===== src/hdl/jlvr_pkg.sv =====
`timescale 1ns / 1ps

package jlvr_pkg;

  localparam int ValueWidth = 32;
  localparam int FracBits   = 16;
  localparam int DtBits     = 16;
  localparam int LimitWidth = 31;
  localparam int DivWidth   = ValueWidth + DtBits;
  localparam int MulSteps   = DtBits;
  localparam int CntWidth   = $clog2(DivWidth);
  localparam int DataWidth  = ValueWidth + DtBits;

  localparam int CfgIdxWidth = 1;
  localparam logic [CfgIdxWidth-1:0] CfgAccelLimit = 1'b0;
  localparam logic [CfgIdxWidth-1:0] CfgJerkLimit  = 1'b1;

  localparam logic [LimitWidth-1:0] AccelLimitRst = LimitWidth'(64'd1 << FracBits);
  localparam logic [LimitWidth-1:0] JerkLimitRst  = LimitWidth'(64'd5 << FracBits);

  localparam logic [0:0] ReqUpdate = 1'b0;
  localparam logic [0:0] ReqReset  = 1'b1;

endpackage


===== src/hdl/jerk_limited_velocity_ramp_unit.sv =====
`timescale 1ns / 1ps

// Jerk-limited velocity ramp for one axis. Each input transaction carries a
// target velocity (signed Q16.16) and a time step (unsigned Q0.16 seconds), or
// with tuser high a reset of velocity and acceleration. Every transaction
// gives exactly one output transaction with the new velocity. An update with
// a non-zero time step passes through the bit-serial divider forming the
// requested acceleration (one quotient bit a cycle), then the limiting
// steps, then the bit-serial multiplier integrating the acceleration, then
// write-back; the jerk step is multiplied out during the divide. Reset items
// and zero time steps go straight to write-back. One item is worked on at a
// time; the next may be accepted while the previous result still waits on
// the output register. Limits are written through the cfg port; the user
// must write them only while the block is idle; the block does not enforce it.
module jerk_limited_velocity_ramp_unit (
  input  logic                                  clk_i,
  input  logic                                  rst_ni,
  input  logic                                  s_axis_tvalid,
  output logic                                  s_axis_tready,
  // [31:0] target_velocity, [47:32] time_step
  input  logic [jlvr_pkg::DataWidth-1:0]        s_axis_tdata,
  // [0] req_type
  input  logic                                  s_axis_tuser,
  output logic                                  m_axis_tvalid,
  input  logic                                  m_axis_tready,
  // [31:0] velocity_out
  output logic [jlvr_pkg::ValueWidth-1:0]       m_axis_tdata,
  input  logic                                  cfg_we_i,
  input  logic [jlvr_pkg::CfgIdxWidth-1:0]      cfg_idx_i,
  input  logic [jlvr_pkg::LimitWidth-1:0]       cfg_wdata_i
);

  localparam int VW = jlvr_pkg::ValueWidth;
  localparam int LW = jlvr_pkg::LimitWidth;
  localparam int TW = jlvr_pkg::DtBits;
  localparam int DW = jlvr_pkg::DivWidth;
  localparam int CW = jlvr_pkg::CntWidth;

  localparam logic [2:0] StIdle = 3'd0;
  localparam logic [2:0] StPrep = 3'd1;
  localparam logic [2:0] StDiv  = 3'd2;
  localparam logic [2:0] StLim1 = 3'd3;
  localparam logic [2:0] StLim2 = 3'd4;
  localparam logic [2:0] StLim3 = 3'd5;
  localparam logic [2:0] StMul  = 3'd6;
  localparam logic [2:0] StFin  = 3'd7;

  logic [2:0]           state_q, state_d;
  logic [CW-1:0]        cnt_q, cnt_d;
  logic [LW-1:0]        accel_lim_q, jerk_lim_q;
  logic signed [VW-1:0] vel_q, vel_d;
  logic signed [VW-1:0] acc_q, acc_d;
  logic                 out_valid_q, out_valid_d;
  logic [VW-1:0]        out_data_q, out_data_d;

  logic signed [VW-1:0] tv_q, tv_d;
  logic [TW-1:0]        ts_q, ts_d;
  logic                 rst_item_q, rst_item_d;
  logic                 hold_q, hold_d;
  logic                 dneg_q, dneg_d;
  logic                 dzero_q, dzero_d;
  logic [DW-1:0]        nq_q, nq_d;
  logic [TW-1:0]        rem_q, rem_d;
  logic [TW-1:0]        tsh_q, tsh_d;
  logic [LW-1:0]        macc_q, macc_d;
  logic [LW-1:0]        mcand_q, mcand_d;
  logic signed [VW-1:0] req_q, req_d;
  logic signed [VW:0]   lo_q, lo_d;
  logic signed [VW:0]   hi_q, hi_d;
  logic signed [VW:0]   s_q, s_d;

  logic signed [VW:0]   diff_w;
  logic [VW-1:0]        mag_w;
  logic [TW:0]          rem_sh_w;
  logic                 qbit_w;
  logic [LW:0]          msum_w;
  logic                 mul_en_w;
  logic [LW-1:0]        qc_w;
  logic signed [VW:0]   acc_ext_w, js_ext_w, req_ext_w, lim_pos_w, lim_neg_w, anew_w;
  logic signed [VW:0]   aabs_w;
  logic signed [VW+1:0] move_w, next_w, d2_w;
  logic                 snap_w, out_free_w;
  logic signed [VW-1:0] next_sat_w;

  assign s_axis_tready = (state_q == StIdle);
  assign m_axis_tvalid = out_valid_q;
  assign m_axis_tdata  = out_data_q;
  assign out_free_w    = !out_valid_q || m_axis_tready;

  // divider and multiplier datapath
  assign diff_w   = {tv_q[VW-1], tv_q} - {vel_q[VW-1], vel_q};
  assign mag_w    = diff_w[VW] ? VW'(-diff_w) : diff_w[VW-1:0];
  assign rem_sh_w = {rem_q, nq_q[DW-1]};
  assign qbit_w   = (rem_sh_w >= {1'b0, ts_q});
  assign msum_w   = {1'b0, macc_q} + (tsh_q[0] ? {1'b0, mcand_q} : {(LW+1){1'b0}});
  assign mul_en_w = (state_q == StMul) ||
                    ((state_q == StDiv) && (cnt_q < CW'(jlvr_pkg::MulSteps)));

  // limiting
  assign qc_w      = (nq_q > DW'(accel_lim_q)) ? accel_lim_q : nq_q[LW-1:0];
  assign acc_ext_w = {acc_q[VW-1], acc_q};
  assign js_ext_w  = $signed({2'b00, macc_q});
  assign req_ext_w = {req_q[VW-1], req_q};
  assign lim_pos_w = $signed({2'b00, accel_lim_q});
  assign lim_neg_w = -lim_pos_w;
  assign anew_w    = (s_q > lim_pos_w) ? lim_pos_w : ((s_q < lim_neg_w) ? lim_neg_w : s_q);
  assign aabs_w    = anew_w[VW] ? -anew_w : anew_w;

  // integration and snap
  assign move_w = acc_q[VW-1] ? -$signed({3'b000, macc_q}) : $signed({3'b000, macc_q});
  assign next_w = {{2{vel_q[VW-1]}}, vel_q} + move_w;
  assign d2_w   = {{2{tv_q[VW-1]}}, tv_q} - next_w;
  assign snap_w = dzero_q || (d2_w == '0) || (dneg_q != d2_w[VW+1]);

  always_comb begin
    if ((next_w[VW+1:VW-1] == 3'b000) || (next_w[VW+1:VW-1] == 3'b111)) begin
      next_sat_w = next_w[VW-1:0];
    end else if (next_w[VW+1]) begin
      next_sat_w = {1'b1, {(VW-1){1'b0}}};
    end else begin
      next_sat_w = {1'b0, {(VW-1){1'b1}}};
    end
  end

  always_comb begin
    state_d     = state_q;
    cnt_d       = cnt_q;
    vel_d       = vel_q;
    acc_d       = acc_q;
    out_valid_d = out_valid_q;
    out_data_d  = out_data_q;
    tv_d        = tv_q;
    ts_d        = ts_q;
    rst_item_d  = rst_item_q;
    hold_d      = hold_q;
    dneg_d      = dneg_q;
    dzero_d     = dzero_q;
    nq_d        = nq_q;
    rem_d       = rem_q;
    tsh_d       = tsh_q;
    macc_d      = macc_q;
    mcand_d     = mcand_q;
    req_d       = req_q;
    lo_d        = lo_q;
    hi_d        = hi_q;
    s_d         = s_q;

    if (m_axis_tready) begin
      out_valid_d = 1'b0;
    end

    if (mul_en_w) begin
      macc_d = msum_w[LW:1];
      tsh_d  = {1'b0, tsh_q[TW-1:1]};
    end

    case (state_q)
      StIdle: begin
        if (s_axis_tvalid) begin
          tv_d       = $signed(s_axis_tdata[VW-1:0]);
          ts_d       = s_axis_tdata[VW+TW-1:VW];
          rst_item_d = (s_axis_tuser == jlvr_pkg::ReqReset);
          hold_d     = (s_axis_tdata[VW+TW-1:VW] == '0);
          if ((s_axis_tuser == jlvr_pkg::ReqReset) ||
              (s_axis_tdata[VW+TW-1:VW] == '0)) begin
            state_d = StFin;
          end else begin
            state_d = StPrep;
          end
        end
      end
      StPrep: begin
        dneg_d  = diff_w[VW];
        dzero_d = (diff_w == '0);
        nq_d    = {mag_w, {TW{1'b0}}};
        rem_d   = '0;
        tsh_d   = ts_q;
        macc_d  = '0;
        mcand_d = jerk_lim_q;
        cnt_d   = '0;
        state_d = StDiv;
      end
      StDiv: begin
        rem_d = qbit_w ? TW'(rem_sh_w - {1'b0, ts_q}) : rem_sh_w[TW-1:0];
        nq_d  = {nq_q[DW-2:0], qbit_w};
        cnt_d = cnt_q + 1'b1;
        if (cnt_q == CW'(DW - 1)) begin
          state_d = StLim1;
        end
      end
      StLim1: begin
        req_d   = dneg_q ? -$signed({1'b0, qc_w}) : $signed({1'b0, qc_w});
        lo_d    = acc_ext_w - js_ext_w;
        hi_d    = acc_ext_w + js_ext_w;
        state_d = StLim2;
      end
      StLim2: begin
        if (req_ext_w > hi_q) begin
          s_d = hi_q;
        end else if (req_ext_w < lo_q) begin
          s_d = lo_q;
        end else begin
          s_d = req_ext_w;
        end
        state_d = StLim3;
      end
      StLim3: begin
        acc_d   = anew_w[VW-1:0];
        mcand_d = aabs_w[LW-1:0];
        macc_d  = '0;
        tsh_d   = ts_q;
        cnt_d   = '0;
        state_d = StMul;
      end
      StMul: begin
        cnt_d = cnt_q + 1'b1;
        if (cnt_q == CW'(jlvr_pkg::MulSteps - 1)) begin
          state_d = StFin;
        end
      end
      StFin: begin
        if (out_free_w) begin
          if (rst_item_q) begin
            vel_d = '0;
            acc_d = '0;
          end else if (!hold_q) begin
            if (snap_w) begin
              vel_d = tv_q;
              acc_d = '0;
            end else begin
              vel_d = next_sat_w;
            end
          end
          out_valid_d = 1'b1;
          out_data_d  = vel_d;
          state_d     = StIdle;
        end
      end
      default: begin
        state_d = StIdle;
      end
    endcase
  end

  always_ff @(posedge clk_i or negedge rst_ni) begin
    if (!rst_ni) begin
      state_q     <= StIdle;
      cnt_q       <= '0;
      vel_q       <= '0;
      acc_q       <= '0;
      out_valid_q <= 1'b0;
      accel_lim_q <= jlvr_pkg::AccelLimitRst;
      jerk_lim_q  <= jlvr_pkg::JerkLimitRst;
    end else begin
      state_q     <= state_d;
      cnt_q       <= cnt_d;
      vel_q       <= vel_d;
      acc_q       <= acc_d;
      out_valid_q <= out_valid_d;
      if (cfg_we_i && (cfg_idx_i == jlvr_pkg::CfgAccelLimit)) begin
        accel_lim_q <= cfg_wdata_i;
      end
      if (cfg_we_i && (cfg_idx_i == jlvr_pkg::CfgJerkLimit)) begin
        jerk_lim_q <= cfg_wdata_i;
      end
    end
  end

  always_ff @(posedge clk_i) begin
    out_data_q <= out_data_d;
    tv_q       <= tv_d;
    ts_q       <= ts_d;
    rst_item_q <= rst_item_d;
    hold_q     <= hold_d;
    dneg_q     <= dneg_d;
    dzero_q    <= dzero_d;
    nq_q       <= nq_d;
    rem_q      <= rem_d;
    tsh_q      <= tsh_d;
    macc_q     <= macc_d;
    mcand_q    <= mcand_d;
    req_q      <= req_d;
    lo_q       <= lo_d;
    hi_q       <= hi_d;
    s_q        <= s_d;
  end

endmodule


===== config.mk =====
export PLATFORM = sky130hd
export DESIGN_NAME = jerk_limited_velocity_ramp_unit
export DESIGN_NICKNAME = d
export VERILOG_FILES = /design/src/hdl/jlvr_pkg.sv /design/src/hdl/jerk_limited_velocity_ramp_unit.sv
export SDC_FILE = /design/constraint.sdc
export NUM_CORES = 2
export LEC_CHECK = 0
export BUFFER_PORTS_ARGS = -buffer_cell sky130_fd_sc_hd__buf_2
export CORE_MARGIN = 4
export CORE_UTILIZATION = 50
export DETAILED_ROUTE_END_ITERATION = 8
export PLACE_DENSITY = 0.75
export SLEW_MARGIN = 20
export SYNTH_ARGS = -nofsm -noshare
export SYNTH_HDL_FRONTEND = slang
export SYNTH_SLANG_ARGS = --single-unit

===== constraint.sdc =====
create_clock -name clk_i -period 10.3 [get_ports clk_i]
set_clock_uncertainty 0.2 [all_clocks]
set_input_delay 2.06 -clock clk_i [delete_from_list [all_inputs] [get_ports clk_i]]
set_output_delay 2.06 -clock clk_i [all_outputs]
set_load 0.03 [all_outputs]

Yosys cells after proc, flatten, opt, wreduce, memory -nomap -nowiden
Index checks and enable logic that the tools add are counted.
{ "totals": {"reg_bits": 493, "input_bits": 86, "output_inout_bits": 34, "word_cells": 124} }
{ "classes": {"n_addsub": 13, "magnitude_cmp": 7, "eq_ne": 17, "n_mux": 36, "bitwise_logic": 1, "n_reduce_logical": 26} }
{ "ops": {"columns": ["op", "n"], "rows": [
  ["$mux W32", 10],
  ["$mux W33", 4],
  ["$mux W31", 4],
  ["$pmux W48 S2", 1],
  ["$sub A32 B32 Y33", 2],
  ["$pmux W32 S2", 1],
  ["$pmux W31 S2", 1],
  ["$gt A48 B31 Y1", 1],
  ["$mux W16", 3],
  ["$add A34 B34 Y34", 1],
  ["$logic_not A34 Y1", 1],
  ["$mux W34", 1],
  ["$neg A31 Y34", 1],
  ["$sub A34 B34 Y34", 1],
  ["$add A32 B32 Y33", 1],
  ["$gt A32 B33 Y1", 1],
  ["$gt A33 B32 Y1", 1],
  ["$logic_not A33 Y1", 1],
  ["$lt A32 B33 Y1", 1],
  ["$lt A33 B33 Y1", 1],
  ["$neg A31 Y33", 1],
  ["$add A31 B31 Y32", 1],
  ["$neg A31 Y32", 1],
  ["$neg A32 Y32", 1],
  ["29 further kinds", 58]
]} }

Logic depth before layout (Yosys ltp)
{ "depth": {"ltp_word": 12, "ltp_mapped": 34, "depth_no_buf": 31} }

Least setup slack after synthesis
No wires, ideal clock.
{ "synth_path": {"kind": "reg-to-reg", "from": "register macc_q[2]", "to": "register acc_q[27]", "setup_ps": 121, "arrival_ps": 6867, "required_time_ps": 9979, "path_slack_ps": 3112, "stages_incl_launch_ff": 34, "path_buffers": 2, "period_less_slack_ps": 7188, "path_cell_list": "dfxtp_1 or4_4 nor3_4 nand3_1 or4_1 nand2_1 xnor2_1 ha_1 clkbuf_1 a21o_1 a21o_1 a21oi_1 nor3_1 a21oi_1 a21oi_1 o21ai_0 a21oi_1 o21a_1 o21ai_0 nand2_1 ha_1 nor2b_1 o21ai_0 a211o_1 mux2i_1 nor4_1 o2111ai_1 nor4_1 nand4_1 nor3_1 o211ai_1 a221o_2 buf_4 a22o_1"} }
{ "synth_via": {"elab_chain_len": 9, "word_cells_on_any_way": 10, "cone_classes": "add/sub: 3; eq/ne: 2; mux: 1; reduce/logical: 4"} }
{ "synth_rtl": {"columns": ["element", "line_no", "text"], "rows": [
  ["start, declared", "jerk_limited_velocity_ramp_unit.sv:65", "logic [LW-1:0] macc_q, macc_d;"],
  ["start signal, assigned", "jerk_limited_velocity_ramp_unit.sv:280", "macc_q <= macc_d;"],
  ["$neg A31 Y34", "jerk_limited_velocity_ramp_unit.sv:110", "assign move_w = acc_q[VW-1] ? -$signed({3'b000, macc_q}) : $signed({3'b000, macc_q});"],
  ["$mux W34 *", "jerk_limited_velocity_ramp_unit.sv:110", null],
  ["$add A34 B34 Y34 *", "jerk_limited_velocity_ramp_unit.sv:111", "assign next_w = {{2{vel_q[VW-1]}}, vel_q} + move_w;"],
  ["$sub A34 B34 Y34 *", "jerk_limited_velocity_ramp_unit.sv:112", "assign d2_w = {{2{tv_q[VW-1]}}, tv_q} - next_w;"],
  ["$logic_not A34 Y1", "jerk_limited_velocity_ramp_unit.sv:113", "assign snap_w = dzero_q || (d2_w == '0) || (dneg_q != d2_w[VW+1]);"],
  ["$logic_or A1 B1 Y1", "jerk_limited_velocity_ramp_unit.sv:113", null],
  ["$logic_or A1 B1 Y1 *", "jerk_limited_velocity_ramp_unit.sv:113", null],
  ["$ne A3 B3 Y1 (no source line) *", null, null],
  ["$reduce_and A4 Y1 (no source line) *", null, null],
  ["end signal, assigned", "jerk_limited_velocity_ramp_unit.sv:250", "acc_q <= '0;"],
  ["end signal, assigned", "jerk_limited_velocity_ramp_unit.sv:258", "acc_q <= acc_d;"],
  ["end, declared", "jerk_limited_velocity_ramp_unit.sv:52", "logic signed [VW-1:0] acc_q, acc_d;"]
]} }
Every way passes the cells marked *; elsewhere a longest branch is shown, timed or not.
A chain may end at the register's enable or synchronous reset.

Worst setup path in the final report
{ "layout_path": {"from": "register macc_q[2]", "to": "register out_data_q[14] (netlist: m_axis_tdata[14]) (data pin)"} }
{ "layout_via": {"elab_chain_len": 10, "word_cells_on_any_way": 16, "cone_classes": "add/sub: 3; eq/ne: 2; mux: 6; reduce/logical: 5"} }
{ "layout_rtl": {"columns": ["element", "line_no", "text"], "rows": [
  ["$neg A31 Y34", "jerk_limited_velocity_ramp_unit.sv:110", null],
  ["$mux W34 *", "jerk_limited_velocity_ramp_unit.sv:110", null],
  ["$add A34 B34 Y34 *", "jerk_limited_velocity_ramp_unit.sv:111", null],
  ["$sub A34 B34 Y34", "jerk_limited_velocity_ramp_unit.sv:112", null],
  ["$logic_not A34 Y1", "jerk_limited_velocity_ramp_unit.sv:113", null],
  ["$logic_or A1 B1 Y1 (2 in series)", "jerk_limited_velocity_ramp_unit.sv:113", null],
  ["$mux W32 *", "jerk_limited_velocity_ramp_unit.sv:227", "if (snap_w) begin"],
  ["$mux W32 *", "jerk_limited_velocity_ramp_unit.sv:226", "end else if (!hold_q) begin"],
  ["$mux W32 *", "jerk_limited_velocity_ramp_unit.sv:223", "if (rst_item_q) begin"],
  ["end signal, assigned", "jerk_limited_velocity_ramp_unit.sv:270", "out_data_q <= out_data_d;"],
  ["end, declared", "jerk_limited_velocity_ramp_unit.sv:54", "logic [VW-1:0] out_data_q, out_data_d;"]
]} }
Marks and branches as above.

==> results by stage <==
Status:
- The flow ran to the end, and the final reports show no timing, DRC or antenna violations.

Logic synthesis:
- The most common flop cell mapped by yosys is sky130_fd_sc_hd__edfxtp_1.
- The arithmetic-cell share of the synthesized area counting full adders, half adders and majority gates is roughly an eighth.
- Summing the sequential cell areas from Yosys gives about 36% of the chip area.
- The mapped netlist covers about 38000 um2.
- Of the total synthesized cell area, the portion taken by AND, OR, NAND and NOR gates is approximately 16%.
- The share of synthesized area spent on multiplexers is roughly 3.3%.
- The synthesized netlist devotes approximately 6.4% of its cell area to XOR and XNOR gates.
- For this run, the number of Yosys warnings is 0.
- The synthesized area per cell is a little over 9 um2.
- After synthesis, the largest family of logic cells by area is compound AO/OA/AOI/OAI gates.
- The gate count of the mapped netlist is about 4200.
- The synthesis-stage register bit count is a little under 500.
- After synthesis, the share of flip-flops with an asynchronous set or reset is around 28%.
- The post-synthesis net count is approximately 4700.
- The synthesized netlist contains 88 unique library cells.
- The number of synthesized flops with an enable pin is 325.
- Summing the areas of all compound-gate instances in the mapped netlist gives a little over a fifth of the synthesized area.

Floorplanning:
- From bottom edge to top edge, the die measures approximately 290 um.
- The number of placement rows is between 100 and 150.
- For this configuration, the core starts out at a cell density of between 50% and 60%.
- Pin placement for this block handled 120 I/O pins.
- The die span in x is approximately 290 um.
- The area of the core is ~76000 um2.
- The floorplan die area is about 80000 um2.

Placed design:
- At the end of routability-driven placement, the weighted congestion stood at roughly 1.0.
- The minimum setup slack after placement is ~1.8 ns.
- Detailed placement finished with a half-perimeter wire length of between 90000 and 100000 um.
- Buffers placed on the I/O ports in this run total 119.

Final layout:
- The library cell used most frequently in the layout, excluding fill and tap cells, is sky130_fd_sc_hd__ha_1.
- The filler cells instantiated in the layout total just under 7000.
- The proportion of layout cells with a drive suffix above 1 is 8.96%.
- The repair_antennas step left the layout with diodes totalling 0.
- In the layout the commonest cells are sky130_fd_sc_hd__ha_1 (372), sky130_fd_sc_hd__a21oi_1 (356), sky130_fd_sc_hd__edfxtp_1 (325).
- The layout overhead on the synthesized area is 9.25%.
- At the end of the flow, the number of nets in the layout was between 4000 and 5000.

Worst setup path:
- Data on the critical path arrives at its endpoint at between 8 and 9 ns.
- On the worst path, the slowest cell contributes a delay of between 0.9 and 1 ns.
- The maximum fanout count along the critical path is 31.
- STA classifies the critical path startpoint as a flip-flop.
- The critical path in this run is classified as flip-flop to flip-flop.
- STA puts the critical path data required time at between 10 and 15 ns.
- Counting stages on the worst path, the most repeated cell is sky130_fd_sc_hd__a21oi_1.
- STA classifies the critical path endpoint as a flip-flop.
- The slowest cell on the critical path is sky130_fd_sc_hd__and3_2.

CTS:
- The post-CTS repair timing setup buffer count is 0.
- The sink count of the clock tree is around 490.
- The post-CTS clock slew at the launch and capture registers of the worst setup and hold paths is roughly 0.07 ns.
- The post-cts resize count is 0.
- The clock tree synthesis step divided the H-tree into 2 levels.
- TritonCTS built the clock tree.
- The root cell of the clock tree is sky130_fd_sc_hd__clkbuf_16.
- The maximum buffer depth of the clock tree is 3.
- Counting the buffers created by CTS gives 57.
- The latest clock arrival within the worst-skew pair is 0.65 ns.
- The hold buffer count at CTS is 0.

Detailed routing:
- Across all layers, the routed design uses approximately 33000 vias.
- The final routed wirelength across all metal layers is 120000 um.
- The count of nets left with antenna violations after detail routing is 0.
- Dividing the detail-routed wire length by the instance count gives around 23 um.
- The detailed-route vias per instance is between 6 and 7.
- For this run, design rule violations remaining after detail routing come to 0.
- The pre-antenna-repair detailed-routing pass consisted of 6 iterations.
- In this run, the number of DRC markers left after iteration 0 of detailed routing was around 3200.

GRT:
- Entering global routing, the biggest net connects 77 pins.
- The overall track demand over capacity in global routing is between 20% and 30%.
- The remaining global-route overflow is 0.
- The number of antenna violations at the first check in global routing is 1.
- The via count of the first global-routing pass came to about 31000.
- The global-route wire length before repair is approximately 180000 um.

STA:
- Measured against its own limit, the worst slew margin works out to between 20% and 30%.
- The final setup TNS is 0 ns.
- The worst-margin pin slew is around 1.1 ns.
- The count of endpoints failing hold in the final timing report came to 0.
- The number of max-slew violations in the final report is 0.
- The time the final worst path needs with I/O delays and setup is approximately 8.6 ns.
- Setup repair after global routing left no endpoint under its margin.
- The final worst slack is approximately 1.7 ns.
- The number of setup violations in the final report is 0.
- The final critical path takes up a little over four fifths of the cycle.
- The maximum clock frequency is 116 MHz.

Power and ir drop:
- The areal power density over the cells is between 300 and 400 nW/um2.
- The worst supply voltage drop on vdd is around 330 uV.
- In this run the static leakage power is approximately 18 nW.

Worst hold path:
- The worst hold path belongs to the class flip-flop to flip-flop.

Job:
- Across the run, the number of max-cap violations was 0.
==> critical path: cells and delay by family, from the launching register on <==
family	cells	cell delay (ns)
AO/OA/AOI/OAI	17	3.87
XOR/XNOR	1	0.16
adder cells (fa/ha/maj)	2	0.69
flip-flops	1	0.40
AND/OR/NAND/NOR	10	3.07
==> sequential cells by signal, indices dropped and copies added (netlist names), 31 cells and up <==
signal and cells:
nq_q 48, hi_q 33, s_q 33, acc_q 32
lo_q 32, m_axis_tdata 32, req_q 32, tv_q 32
vel_q 32, accel_lim_q 31, jerk_lim_q 31, macc_q 31
mcand_q 31
==> synth_stat cells (75+ instances only) <==
cell type                  count  area [um2]
sky130_fd_sc_hd__edfxtp_1    325        9760
sky130_fd_sc_hd__dfrtp_1     133        3330
sky130_fd_sc_hd__mux2i_1      75         751
sky130_fd_sc_hd__a21oi_1     358        1790
sky130_fd_sc_hd__o21ai_0     281        1410
sky130_fd_sc_hd__ha_1        372        4650
sky130_fd_sc_hd__xor2_1      104         911
sky130_fd_sc_hd__nor2_1      321        1200
sky130_fd_sc_hd__nand3_1     100         500
sky130_fd_sc_hd__xnor2_1     175        1530
sky130_fd_sc_hd__clkbuf_1    149         559
sky130_fd_sc_hd__nor3_1       99         495
sky130_fd_sc_hd__nand2_1     283        1060
sky130_fd_sc_hd__inv_1       295        1110
sky130_fd_sc_hd__and2_1       86         538
sky130_fd_sc_hd__a21o_1      104         781
==> final cells by class <==
| class | count | area [um2] | share of cell area [%] |
|---|---|---|---|
| clock buffer | 73 | 1540 | 3.66 |
| clock inverter | 35 | 475 | 1.13 |
| inverter | 295 | 1110 | 2.64 |
| multi-input combinational | 3253 | 22900 | 54.6 |
| sequential | 492 | 13800 | 32.8 |
| tap | 1030 | 1290 | 3.07 |
| timing repair buffer | 151 | 842 | 2.01 |
==> power by group <==
part	switching (mW)	internal (mW)	total, mW
Sequential	0.714	3.00	3.72
Combinational	6.44	3.86	10.3
Clock	0.903	1.29	2.20
==> final timing paths <==
| kind | from | endpoint | slack, ns | depth (start not counted) |
|---|---|---|---|---|
| max | macc_q[2]$_SDFFE_PP0P_ | m_axis_tdata[14]$_DFFE_PP_ | 1.66 | 30 |
| min | jerk_lim_q[19]$_DFFE_PN0P_ | jerk_lim_q[19]$_DFFE_PN0P_ | 0.31 | 1 |
| max reg2reg | macc_q[2]$_SDFFE_PP0P_ | m_axis_tdata[14]$_DFFE_PP_ | 1.66 | 30 |
| min reg2reg | jerk_lim_q[19]$_DFFE_PN0P_ | jerk_lim_q[19]$_DFFE_PN0P_ | 0.31 | 1 |
| max in group asynchronous | rst_ni | vel_q[9]$_DFFE_PN0P_ | 7.14 | 2 |
| min in group asynchronous | rst_ni | jerk_lim_q[6]$_DFFE_PN0P_ | 1.25 | 1 |
==> per-layer routing <==
metal  up-vias  wire length, um  global-route usage, %
met3       337             8860                   4.11
met2      1419            54500                   45.8
met4         2             7420                   15.3
li1      15500                -                      -
met1     15800            49500                   37.2
met5         -               13                      0
==> per-stage QoR <==
stage	cells	hold WS (ns)	power [mW]	util [%]	area (um2)
global route	5329	0.322	17.3	55.2	42000
CTS	5329	0.312	16.0	55.2	42000
global placement	5221	0.289	13.6	52.5	40000
detailed placement	5221	0.298	13.7	52.5	40000
finish	5329	0.308	16.2	55.2	42000
floorplan	4216	0.275	11.0	-	38400
==> cells by family after synthesis <==
logic type / count (synthesis)
AND/OR/NAND/NOR: 1225
flip-flops: 492
AO/OA/AOI/OAI: 1249
adder cells (fa/ha/maj): 378
multiplexers: 122
XOR/XNOR: 279
buffers and inverters: 471
Power figures use the tool's default switching activity.
